`config.mk`:
```
export PLATFORM = sky130hd
export DESIGN_NAME = bc1_block_encoder_unit
export DESIGN_NICKNAME = d
export VERILOG_FILES = /design/src/design/bc1_pkg.sv /design/src/design/bc1_ram.sv /design/src/design/bc1_block_encoder_unit.sv
export SDC_FILE = /design/constraint.sdc
export NUM_CORES = 1
export LEC_CHECK = 0
export BUFFER_PORTS_ARGS = -buffer_cell sky130_fd_sc_hd__buf_2
export CAP_MARGIN = 25
export CORE_MARGIN = 5
export CORE_UTILIZATION = 50
export DETAILED_ROUTE_END_ITERATION = 16
export PLACE_DENSITY_LB_ADDON = 0.2
export SYNTH_ARGS = -nofsm -noshare
export SYNTH_HDL_FRONTEND = slang
export SYNTH_HIERARCHICAL = 1
export SYNTH_SLANG_ARGS = --single-unit
```
`constraint.sdc`:
```
create_clock -name clk -period 9.28 [get_ports clk]
set_input_delay 2.784 -clock clk [delete_from_list [all_inputs] [get_ports clk]]
set_output_delay 2.784 -clock clk [all_outputs]
set_load 0.01 [all_outputs]
```
`src/design/bc1_pkg.sv`:
```
// Shared types, constants and helpers for the BC1 block encoder.
// Used by bc1_block_encoder_unit; no dependencies of its own.
package bc1_pkg;

    localparam int BLOCK_PIXELS = 16;
    localparam int ADDR_W       = $clog2(BLOCK_PIXELS);
    localparam int COLOR_W      = 16;
    localparam int IDX_W        = 2;
    localparam int WORD_W       = 2 * COLOR_W + IDX_W * BLOCK_PIXELS;

    // floor(v*N/255) == (v*N*257 + 257) >> 16 for 8-bit v
    localparam logic [15:0] R5_MUL  = 16'd7967;
    localparam logic [15:0] G6_MUL  = 16'd16191;
    localparam logic [15:0] RND_ADD = 16'd257;

    localparam logic [COLOR_W-1:0] MAX_RESET = '0;
    localparam logic [COLOR_W-1:0] MIN_RESET = '1;

    typedef enum logic [1:0] {
        ST_LOAD,
        ST_SCAN,
        ST_EMIT
    } state_t;

    // position on the max..min line to BC1 index
    function automatic logic [IDX_W-1:0] pos_to_index(input logic [1:0] pos);
        logic [IDX_W-1:0] idx;
        case (pos)
            2'd0:    idx = 2'd1;
            2'd1:    idx = 2'd3;
            2'd2:    idx = 2'd2;
            2'd3:    idx = 2'd0;
            default: idx = 2'd0;
        endcase
        return idx;
    endfunction

    function automatic logic [4:0] to5(input logic [7:0] v);
        logic [24:0] prod;
        prod = 25'(v) * 25'(R5_MUL) + 25'(RND_ADD);
        return prod[20:16];
    endfunction

    function automatic logic [5:0] to6(input logic [7:0] v);
        logic [24:0] prod;
        prod = 25'(v) * 25'(G6_MUL) + 25'(RND_ADD);
        return prod[21:16];
    endfunction

endpackage

```
`src/design/bc1_ram.sv`:
```
// Generic single-write, single-read synchronous RAM with registered read.
// No dependencies.
module bc1_ram #(
    parameter int WIDTH = 16,
    parameter int DEPTH = 16
) (
    input  logic                     clk,
    input  logic                     we,
    input  logic [$clog2(DEPTH)-1:0] waddr,
    input  logic [WIDTH-1:0]         wdata,
    input  logic [$clog2(DEPTH)-1:0] raddr,
    output logic [WIDTH-1:0]         rdata
);

    logic [WIDTH-1:0] mem [DEPTH];
    logic [WIDTH-1:0] rdata_reg;

    always_ff @(posedge clk)
    begin
        if (we)
        begin
            mem[waddr] <= wdata;
        end
        rdata_reg <= mem[raddr];
    end

    assign rdata = rdata_reg;

endmodule

```
`src/design/bc1_block_encoder_unit.sv`:
```
// Top level of the BC1 block encoder: RGB888 pixels in, one 64-bit word per block out.
// Depends on bc1_pkg and bc1_ram.
//
//   channel | handshake           | word
//   --------+---------------------+-------------------------------
//   in      | in_valid / in_ready | red, green, blue (8 bits each)
//   out     | out_valid/out_ready | block_word (64 bits)
//
// A block takes 16 pixels, at one pixel a cycle while in_valid is high; then
// an index pass reads the pixel RAM back through its single read port, and then
// the word moves to the output register.
// rst_n clears control, count and running max/min; the pixel RAM is not cleared.
// in_ready is low during the index pass and while the finished word waits for
// a full output register; a new block loads while the output word is stalled.
module bc1_block_encoder_unit (
    input  logic                             clk,
    input  logic                             rst_n,
    input  logic                             in_valid,
    output logic                             in_ready,
    input  logic [7:0]                       red,
    input  logic [7:0]                       green,
    input  logic [7:0]                       blue,
    output logic                             out_valid,
    input  logic                             out_ready,
    output logic [bc1_pkg::WORD_W-1:0]       block_word
);

    localparam int AW = bc1_pkg::ADDR_W;
    localparam int CW = bc1_pkg::COLOR_W;
    localparam int IW = bc1_pkg::IDX_W * bc1_pkg::BLOCK_PIXELS;
    localparam logic [AW-1:0] LAST_ADDR = AW'(bc1_pkg::BLOCK_PIXELS - 1);

    bc1_pkg::state_t state_reg, state_next;

    logic [AW-1:0] count_reg, count_next;
    logic [CW-1:0] max_reg, max_next;
    logic [CW-1:0] min_reg, min_next;
    logic [AW:0]   scan_reg, scan_next;
    logic          rd_valid_reg, rd_valid_next;
    logic [AW-1:0] rd_idx_reg, rd_idx_next;
    logic [IW-1:0] idx_reg, idx_next;
    logic          out_valid_reg, out_valid_next;
    logic [bc1_pkg::WORD_W-1:0] word_reg, word_next;

    // range registers for the index pass, refreshed every cycle
    logic [CW-1:0] d_reg;
    logic [CW+1:0] d3_reg;
    logic [CW+2:0] d5_reg;
    logic          flat_reg;

    logic          accept;
    logic [CW-1:0] pix;
    logic          issue;
    logic [CW-1:0] rdata;
    logic [CW-1:0] x;
    logic [CW+2:0] six;
    logic [1:0]    pos;
    logic [bc1_pkg::IDX_W-1:0] pix_idx;

    assign in_ready = (state_reg == bc1_pkg::ST_LOAD);
    assign accept   = in_valid && in_ready;
    assign pix      = {bc1_pkg::to5(red), bc1_pkg::to6(green), bc1_pkg::to5(blue)};
    assign issue    = (state_reg == bc1_pkg::ST_SCAN) && !scan_reg[AW];

    bc1_ram #(
        .WIDTH (CW),
        .DEPTH (bc1_pkg::BLOCK_PIXELS)
    ) u_store (
        .clk   (clk),
        .we    (accept),
        .waddr (count_reg),
        .wdata (pix),
        .raddr (scan_reg[AW-1:0]),
        .rdata (rdata)
    );

    // index of the pixel coming out of the RAM
    always_comb
    begin
        if (rdata <= min_reg)
        begin
            x = '0;
        end
        else
        begin
            x = rdata - min_reg;
        end
        if (x > d_reg)
        begin
            x = d_reg;
        end
        six = {1'b0, x, 2'b00} + {2'b00, x, 1'b0};
        pos = 2'(({1'b0, six > (CW+3)'(d_reg)}) + ({1'b0, six > (CW+3)'(d3_reg)})
              + ({1'b0, six > d5_reg}));
        pix_idx = flat_reg ? '0 : bc1_pkg::pos_to_index(pos);
    end

    always_ff @(posedge clk)
    begin
        d_reg    <= max_reg - min_reg;
        d3_reg   <= (CW+2)'(max_reg - min_reg) * (CW+2)'(3);
        d5_reg   <= (CW+3)'(max_reg - min_reg) * (CW+3)'(5);
        flat_reg <= (max_reg <= min_reg);
        word_reg <= word_next;
        idx_reg  <= idx_next;
        rd_idx_reg <= rd_idx_next;
    end

    always_ff @(posedge clk or negedge rst_n)
    begin
        if (!rst_n)
        begin
            state_reg     <= bc1_pkg::ST_LOAD;
            count_reg     <= '0;
            max_reg       <= bc1_pkg::MAX_RESET;
            min_reg       <= bc1_pkg::MIN_RESET;
            scan_reg      <= '0;
            rd_valid_reg  <= 1'b0;
            out_valid_reg <= 1'b0;
        end
        else
        begin
            state_reg     <= state_next;
            count_reg     <= count_next;
            max_reg       <= max_next;
            min_reg       <= min_next;
            scan_reg      <= scan_next;
            rd_valid_reg  <= rd_valid_next;
            out_valid_reg <= out_valid_next;
        end
    end

    always_comb
    begin
        state_next     = state_reg;
        count_next     = count_reg;
        max_next       = max_reg;
        min_next       = min_reg;
        scan_next      = scan_reg;
        rd_valid_next  = issue;
        rd_idx_next    = scan_reg[AW-1:0];
        idx_next       = idx_reg;
        out_valid_next = out_valid_reg && !out_ready;
        word_next      = word_reg;

        if (rd_valid_reg)
        begin
            // shift in from the top so pixel 0 ends in the low bits
            idx_next = {pix_idx, idx_reg[IW-1:bc1_pkg::IDX_W]};
        end

        case (state_reg)
            bc1_pkg::ST_LOAD:
            begin
                if (accept)
                begin
                    if (pix > max_reg)
                    begin
                        max_next = pix;
                    end
                    if (pix < min_reg)
                    begin
                        min_next = pix;
                    end
                    count_next = count_reg + AW'(1);
                    if (count_reg == LAST_ADDR)
                    begin
                        scan_next  = '0;
                        state_next = bc1_pkg::ST_SCAN;
                    end
                end
            end
            bc1_pkg::ST_SCAN:
            begin
                if (issue)
                begin
                    scan_next = scan_reg + (AW+1)'(1);
                end
                if (rd_valid_reg && rd_idx_reg == LAST_ADDR)
                begin
                    state_next = bc1_pkg::ST_EMIT;
                end
            end
            bc1_pkg::ST_EMIT:
            begin
                // hold until the output register is free
                if (!out_valid_reg || out_ready)
                begin
                    word_next      = {idx_reg, min_reg, max_reg};
                    out_valid_next = 1'b1;
                    max_next       = bc1_pkg::MAX_RESET;
                    min_next       = bc1_pkg::MIN_RESET;
                    count_next     = '0;
                    state_next     = bc1_pkg::ST_LOAD;
                end
            end
            default:
            begin
                state_next = bc1_pkg::ST_LOAD;
            end
        endcase
    end

    assign out_valid  = out_valid_reg;
    assign block_word = word_reg;

endmodule
```
==> results.sh <==
export IMPL_antenna_found_initial=1
export IMPL_multi_input_area_mm2=0.0128
export IMPL_antenna_cells=0
export IMPL_slew_viol_final=0
export IMPL_drc=0
export IMPL_grt_use_total_pct=21.0
export IMPL_crit_path_max_fanout=10
export IMPL_final_cell_area_mm2=0.0306
export IMPL_area_growth_synth_to_final_pct=13.2
export IMPL_clock_sinks=468
export IMPL_first_pass_iters=5
export IMPL_ant_nets=0
export IMPL_finalHoldViolCount=0
export IMPL_setup_violations=0
export IMPL_skew_ns=0.0301
export IMPL_ys_flop_type="edfxtp_1"
export IMPL_gr_max_usage_layer="met2"
export IMPL_cts_root_buffer="clkbuf_16"
export IMPL_worst_path_dominant_cell_family="adder cells"
export IMPL_grt_pass1_vias=17900
export IMPL_avgSynthCellArea_um2=12.8
export IMPL_max_cap_viol_count=0
export IMPL_initial_core_util_pct=50.4
export IMPL_synth_xor_area_share_pct=2.59
export IMPL_synth_edff_count=352
export IMPL_regArea_mm2=0.0131
export IMPL_vias_per_cell=5.62
export IMPL_worstSetupEndpointType="register"
export IMPL_timing_fmax_mhz=114
export IMPL_dp_hpwl_um=46800
export IMPL_h_tree_depth=2
export IMPL_cp_start_kind="input pin"
export IMPL_synth_top_family_by_area="adder cells"
export IMPL_largest_register_ffs=256
export IMPL_finalWeightedCongestion=0.910
export IMPL_use_met1_pct=29.3
export IMPL_layout_common_cells="352 x edfxtp_1, 328 x ha_1, 280 x inv_1"
export IMPL_post_route_period_util_pct=94.7
export IMPL_yosysSeqAreaShare_pct=48.5
export IMPL_timing_final_ws_setup_ns=0.494
export IMPL_peakVddDrop_uv=288
export IMPL_synth_cell_types=75
export IMPL_use_met3_pct=2.45
export IMPL_grt_max_degree=68
export IMPL_muxShareOfSynthArea_pct=5.71
export IMPL_ys_async_sr_fraction_pct=9.62
export IMPL_die_y_um=243
export IMPL_final_nets=2776
export IMPL_ys_seq_elements=468
export IMPL_min_path_type="reg2reg"
export IMPL_cpMaxStageDelayCell="fa_1"
export IMPL_p_per_area_mw_per_mm2=224
export IMPL_path_clk_slew_ns=0.06
export IMPL_yosys_area_share_simple_pct=6.74
export IMPL_num_rows=85
export IMPL_worstPathArrival_ns=9.22
export IMPL_die_area_mm2=0.0589
export IMPL_status="finished clean"
export IMPL_crit_top_cell="a21o_1"
export IMPL_fin_crit_ns=8.79
export IMPL_pre_cts_ws_ns=-0.0688
export IMPL_placed_area_mm2=0.0290
export IMPL_wl_per_cell_um=20.4
export IMPL_worst_pin_slew_ns=1.05
export IMPL_grt_pass1_wl_um=98600
export IMPL_grtUsageMet2_pct=35.5
export IMPL_clk_path_buf_depth=3
export IMPL_synth_compound_gate_area_share_pct=9.54
export IMPL_port_buffers=93
export IMPL_netlist_area_mm2=0.0271
export IMPL_worst_path_largest_cell_delay_ns=0.58
export IMPL_relSlewSlack_pct=29.6
export IMPL_cts_buffers=47
export IMPL_n_fill_cell=4337
export IMPL_yosysWarnings=6
export IMPL_clk_latency_ns=0.58
export IMPL_io_pins=94
export IMPL_critical_path_class="in2reg"
export IMPL_postSynthCellCount=2118
export IMPL_vias=17200
export IMPL_p_leak_uw=0.0129
export IMPL_finalWirelength_um=62300
export IMPL_synth_area_leaders="edfxtp_1 39%, ha_1 15%, fa_1 7.1%"
export IMPL_overflow=0
export IMPL_core_mm2=0.0537
export IMPL_synth_nets=2571
export IMPL_cts_hold_buf=0
export IMPL_synthAdderAreaFrac_pct=22.3
export IMPL_synth_top_area_share_pct=39.0
export IMPL_tritoncts="done"
export IMPL_synth_area_leader_cell="edfxtp_1"
export IMPL_die_w_um=243
export IMPL_drt_iter0_markers=1129
export IMPL_tns_ns=0
export IMPL_required_ns=9.71
export IMPL_layout_commonest_cell="edfxtp_1"
export IMPL_drive_above_1_share_pct=16.1
export IMPL_crit_buf_inv=5
through the flow:
step,cells,utilization (%),power (uW),hold WS [ns]
6_report,3058,57.1,6860,0.425
4_1_cts,3056,56.9,6920,0.433
2_1_floorplan,2118,-,4140,0.400
5_1_grt,3058,57.1,7310,0.442
3_3_place_gp,2966,54.0,4950,0.405
3_5_place_dp,2968,54.1,5040,0.422
cells in the mapped netlist (all sizes together) (5+ instances only):
library cell  number
dfxtp             71
nand3             39
clkbuf            21
a221oi             6
o211ai             8
o21a              36
o31ai             15
nand2             88
nor3              33
nand4             25
ha               329
a211oi            14
nand2b            17
a21boi             5
fa                96
buf               16
and2              10
dfstp             16
or3                5
nor2b             24
o21ai             91
xor2              25
xnor2             55
dfrtp             29
o21bai            11
mux4              64
o41ai              5
edfxtp           352
a21oi             72
a31oi             13
a22oi             32
inv              281
a21o              47
nor2              97
or2                6
power breakdown:
group          leakage [uW]  internal (uW)  total, uW      switching [uW]
clock              0.000752           1060       1870                 809
sequential          0.00422           2740       2740  0.0000000000000218
combinational       0.00794            838       2250                1410
per-layer routing:
layer	wire (um)	vias up	share of wire [%]
li1	-	8114	-
met1	27900	8514	45
met2	29800	459	48
met3	3140	98	5.0
met4	1470	0	2.4
met5	0	-	0
logic make-up after synthesis:
kind of cell | Yosys count
flops | 468
buf+inv | 318
xor+xnor | 80
fa+ha+maj | 425
compound gates | 386
mux | 70
simple gates | 371
path summary, 6_finish.rpt:
kind                            start        endpoint  slack (ns)  depth (start not counted)
max in group asynchronous       rst_n     scan_reg[0]        6.45                          2
min in group asynchronous       rst_n     max_reg[12]        2.33                          2
min reg2reg                idx_reg[1]  block_word[33]        0.42                          0
max                          green[2]     max_reg[15]        0.49                         29
max reg2reg                min_reg[1]     idx_reg[31]        0.53                         40
min                        idx_reg[1]  block_word[33]        0.42                          0
what timing repair did:
action / in CTS / in global routing
buffers inserted: 0 / 1
setup endpoints to repair: 0 / 2
gates resized for setup: 0 / 14
layout make-up:
class                      instances  share of cell area, %
clock inverter                    30                  0.919
timing repair buffer             193                   4.05
multi-input combinational       1332                   41.7
clock buffer                      58                   4.11
tap                              696                   2.84
sequential                       468                   42.9
inverter                         281                   3.44
Power figures use the tool's default switching activity.
